--- src/rtl/ncfs_div.sv ---
module ncfs_div #(
    parameter int AW = 8,
    parameter int BW = 8,
    parameter int QB = 8
) (
    input  logic          i_clk,
    input  logic          i_en,
    input  logic [AW-1:0] i_a,
    input  logic [BW-1:0] i_b,
    output logic [QB-1:0] o_q,
    output logic          o_big
);

    localparam int CW = ((AW > BW + QB) ? AW : BW + QB) + 1;

    logic [CW-1:0] r_rem [QB+1];
    logic [BW-1:0] r_b   [QB+1];
    logic [QB-1:0] r_q   [QB+1];
    logic          r_big [QB+1];

    logic [CW-1:0] n_rem [QB+1];
    logic [QB-1:0] n_q   [QB+1];

    always_comb begin
        logic [CW-1:0] t;
        logic          ge;
        n_rem[0] = CW'(i_a);
        n_q[0]   = '0;
        for (int k = 1; k <= QB; k++) begin
            t  = CW'(r_b[k-1]) << (QB - k);
            ge = r_rem[k-1] >= t;
            n_rem[k] = ge ? r_rem[k-1] - t : r_rem[k-1];
            n_q[k]   = r_q[k-1] | (QB'(ge) << (QB - k));
        end
    end

    always_ff @(posedge i_clk) begin
        if (i_en) begin
            r_rem[0] <= n_rem[0];
            r_q[0]   <= n_q[0];
            r_b[0]   <= i_b;
            r_big[0] <= CW'(i_a) >= (CW'(i_b) << QB);
            for (int k = 1; k <= QB; k++) begin
                r_rem[k] <= n_rem[k];
                r_q[k]   <= n_q[k];
                r_b[k]   <= r_b[k-1];
                r_big[k] <= r_big[k-1];
            end
        end
    end

    assign o_q   = r_q[QB];
    assign o_big = r_big[QB];

endmodule

--- config.mk ---
export PLATFORM = sky130hd
export DESIGN_NAME = ncfs_div
export DESIGN_NICKNAME = d
export VERILOG_FILES = /design/src/rtl/ncfs_div.sv
export SDC_FILE = /design/constraint.sdc
export NUM_CORES = 1
export LEC_CHECK = 0
export BUFFER_PORTS_ARGS = -buffer_cell sky130_fd_sc_hd__buf_2
export CAP_MARGIN = 30
export CORE_MARGIN = 4
export CORE_UTILIZATION = 30
export CTS_BUF_LIST = sky130_fd_sc_hd__clkbuf_4 sky130_fd_sc_hd__clkbuf_8 sky130_fd_sc_hd__clkbuf_16
export DETAILED_ROUTE_END_ITERATION = 8
export PLACE_DENSITY = 0.46
export SLEW_MARGIN = 25
export SYNTH_ARGS = -nofsm -noshare
export SYNTH_HDL_FRONTEND = slang
export SYNTH_SLANG_ARGS = --single-unit
--- constraint.sdc ---
create_clock -name i_clk -period 2.5 [get_ports i_clk]
set_input_delay 0.125 -clock i_clk [delete_from_list [all_inputs] [get_ports i_clk]]
set_output_delay 0.125 -clock i_clk [all_outputs]
set_load 0.03 [all_outputs]
==> flow_summary_export.csv <==
group,metric,value,unit
cells_and_area,fillers,3432,
min_path,whs_path_depth,1,
drt,drt-total-wl,21300,um
yosys,avgSynthCellArea,13.5,sq um
yosys,synthArstFlopShare,0,%
drt,dr.pass1.iters,4,
timing,setup_viol,1,
cells_and_area,diodes,0,
min_path,hold_end,"r_big[1]",
grt,grt_max_degree,62,
setup_path,r2r_cells,8,
floorplan,start_util,30.3,%
yosys,synth_area,0.0110,sq mm
yosys,yosysMostFrequentCell,"edfxtp_1",
pwr,leakage,5.39,nW
clock_tree,cts_made_buffers,27,
placement,routabilityCongestion,0.868,
placement,dpl.hpwl,15100,um
yosys,yosysUniqueCellTypes,59,
run_status,status,"complete, but fails checks",
yosys,synth_top_cell_area_share,64.2,%
clock_tree,insertion_delay,540,ps
setup_path,end_kind,"flip-flop",
floorplan,die_h,200,um
setup_path,crit_required,2790,ps
timing,max_freq,394,MHz
placement,dp_slack,-221,ps
clock_tree,cts_tree,"done",
grt,grt_pass1_wl,34800,um
clock_tree,cts-root-buf,"clkbuf_16",
grt,grt_pass1_vias,7197,
clock_tree,htreeDepth,1,
pwr,powerDensity,818,mW/mm^2
setup_path,r2r_slack,-40,ps
drt,drc_errors,0,
timing,hold_ws,32.0,ps
yosys,synth_flop_cell,"edfxtp_1",
floorplan,row_count,70,
placement,portBuffers,26,
timing,worst_pin_slew,636,ps
cells_and_area,area_growth_syn_to_layout,29.2,%
yosys,syn_inst,819,
yosys,synth_top_area_cell,"edfxtp_1",
cells_and_area,drive_above_1_share,28.1,%
cells_and_area,stdcell_count,1490,
setup_path,r2r-end,"r_rem[0][84]",
timing,period_minus_slack,2540,ps
clock_tree,clk_pin_slew_worst_paths,60,ps
yosys,syn_nets,901,
setup_path,crit_fanout,3,
yosys,synth_area_leaders,"edfxtp_1 (64%), ha_1 (6.6%), inv_1 (2.7%), xor2_1 (2.4%), o21ai_0 (2.2%)",
run_status,violations,"negative setup slack",
placement,dp_cells,1405,
yosys,synth_common_cells,"edfxtp_1 (236), inv_1 (80), ha_1 (58)",
grt,gr-total-overflow,0,
clock_tree,cts_num_sinks,236,
drt,vias_per_cell,4.57,
pwr,peakVddDrop,536,uV
yosys,synth_edf_count,236,
timing,fin_skew,8.86,ps
flow_run,maxCapViolations,0,
pwr,internal-power,8.63,mW
yosys,yosys_warnings,0,
drt,ant_nets,0,
floorplan,core,0.0364,sq mm
floorplan,io_pins,27,
setup_path,cp.arrival,2830,ps
min_path,hp-start,"i_en",
grt,grt_usage,10.8,%
pwr,p_switching,3.05,mW
timing,rsz0062_at_grt,"true",
cells_and_area,layout.nets,1083,
setup_path,crit_type,"reg2reg",
cells_and_area,utilization,39.2,%
setup_path,startpoint_type,"flip-flop",
timing,max-slew-margin-rel,57.2,%
timing,drv_slew,0,
floorplan,die-area,0.0399,sq mm
grt,antenna_found_initial,0,
timing,finalHoldViolations,0,
yosys,ys_ff_latch,236,
timing,final.setup.worst_slack,-40.5,ps
drt,drt-initial-drc-count,214,
floorplan,die_w,200,um
clock_tree,cts_buffer_depth,3,
pwr,pwr-share-comb,21.9,%
pwr,seqPwrFrac,45.0,%
drt,wire_per_inst,14.3,um
pwr,power,11.7,mW
pwr,power_frac_clock,33.1,%
timing,finalCritPeriodShare,102,%
pwr,switching_share,26.1,%
setup_path,rr_startpoint,"r_rem[0][61]",
min_path,min_path_type,"in2reg",
yosys,seq_area_frac_synth,64.2,%
drt,routed-via-count,6814,
## metal layers
| metal | vias up | GRT usage [%] | wire length (um) |
|---|---|---|---|
| met1 | 3222 | 11.6 | 8260 |
| met4 | 0 | 4.20 | 933 |
| met3 | 55 | 2.43 | 703 |
| met2 | 88 | 20.4 | 11400 |
| met5 | - | 0 | 0 |
| li1 | 3449 | - | - |
## registers in the layout, indices dropped and copies added, names as in the netlist
name   flops
r_rem    127
r_big      9
r_b       64
r_q       36
## power groups by stage
stage	sequential [mW]	combinational, mW	clock, mW
2_1_floorplan	5.24	1.39	0
3_3_place_gp	5.30	2.22	0
3_5_place_dp	5.30	2.23	0
4_1_cts	5.22	2.33	4.01
5_1_grt	5.30	2.85	4.21
6_report	5.25	2.55	3.87
## stage by stage
step,instance area (sq um),setup TNS (ps)
floorplan,11100,0
global placement,12500,-1900
detailed placement,12500,-2650
CTS,13800,-260
global route,14300,-991
finish,14300,-40.5
## worst max-delay path by stage
stage                    to    startpoint  cells after the start
6_report       r_rem[0][84]  r_rem[0][61]                      8
5_1_grt        r_rem[0][84]  r_rem[0][61]                      8
4_1_cts        r_rem[0][57]  r_rem[0][39]                     10
3_5_place_dp   r_rem[0][81]  r_rem[0][62]                      7
3_3_place_gp   r_rem[0][72]    r_b[0][30]                     10
2_1_floorplan  r_rem[0][62]  r_rem[0][39]                     10
## cell usage in the layout, fill, tap and decap left out, types with 27 or more instances in the layout
master       n
o21ai_0     38
edfxtp_1   236
buf_4      105
ha_1        43
clkbuf_16   27
nand2_1     46
inv_1       76
xor2_1      30
nor2_1      32
a21oi_1     31
## area by class of cell
cell class,instances,area [sq um],share of cell area (%)
sequential,236,7090,49.7
multi-input combinational,495,4120,28.9
timing repair buffer,161,1300,9.12
clock buffer,40,773,5.42
tap,468,586,4.10
inverter,80,300,2.10
clock inverter,10,103,0.719
## cell families (layout without fill, tap and decap cells)
group	count (synthesis)	in the layout	synth area share, %
compound gates	158	158	9.22
xor+xnor	52	52	4.12
fa+ha+maj	64	64	7.66
buf+inv	88	291	3.04
flops	236	236	64.2
mux	18	18	1.76
simple gates	203	203	10.0
## critical path, cell delays in order (launching register included)
cell      delay [ps]
edfxtp_1         440
ha_4             300
nand4_1          130
or4_1            420
o211ai_1         250
a311oi_2          60
buf_4            180
or3_1            380
xnor2_1          130
## what timing repair did
action / in CTS / in global routing
setup endpoints to repair: 39 / 61
cloned: 1 / 0
hold buffers: 16 / 0
gates resized for setup: 18 / 84
pin swaps: 13 / 30
setup buffers: 7 / 11
hold endpoints to repair: 17 / 0
No activity file was read; power rests on OpenSTA's default activity.
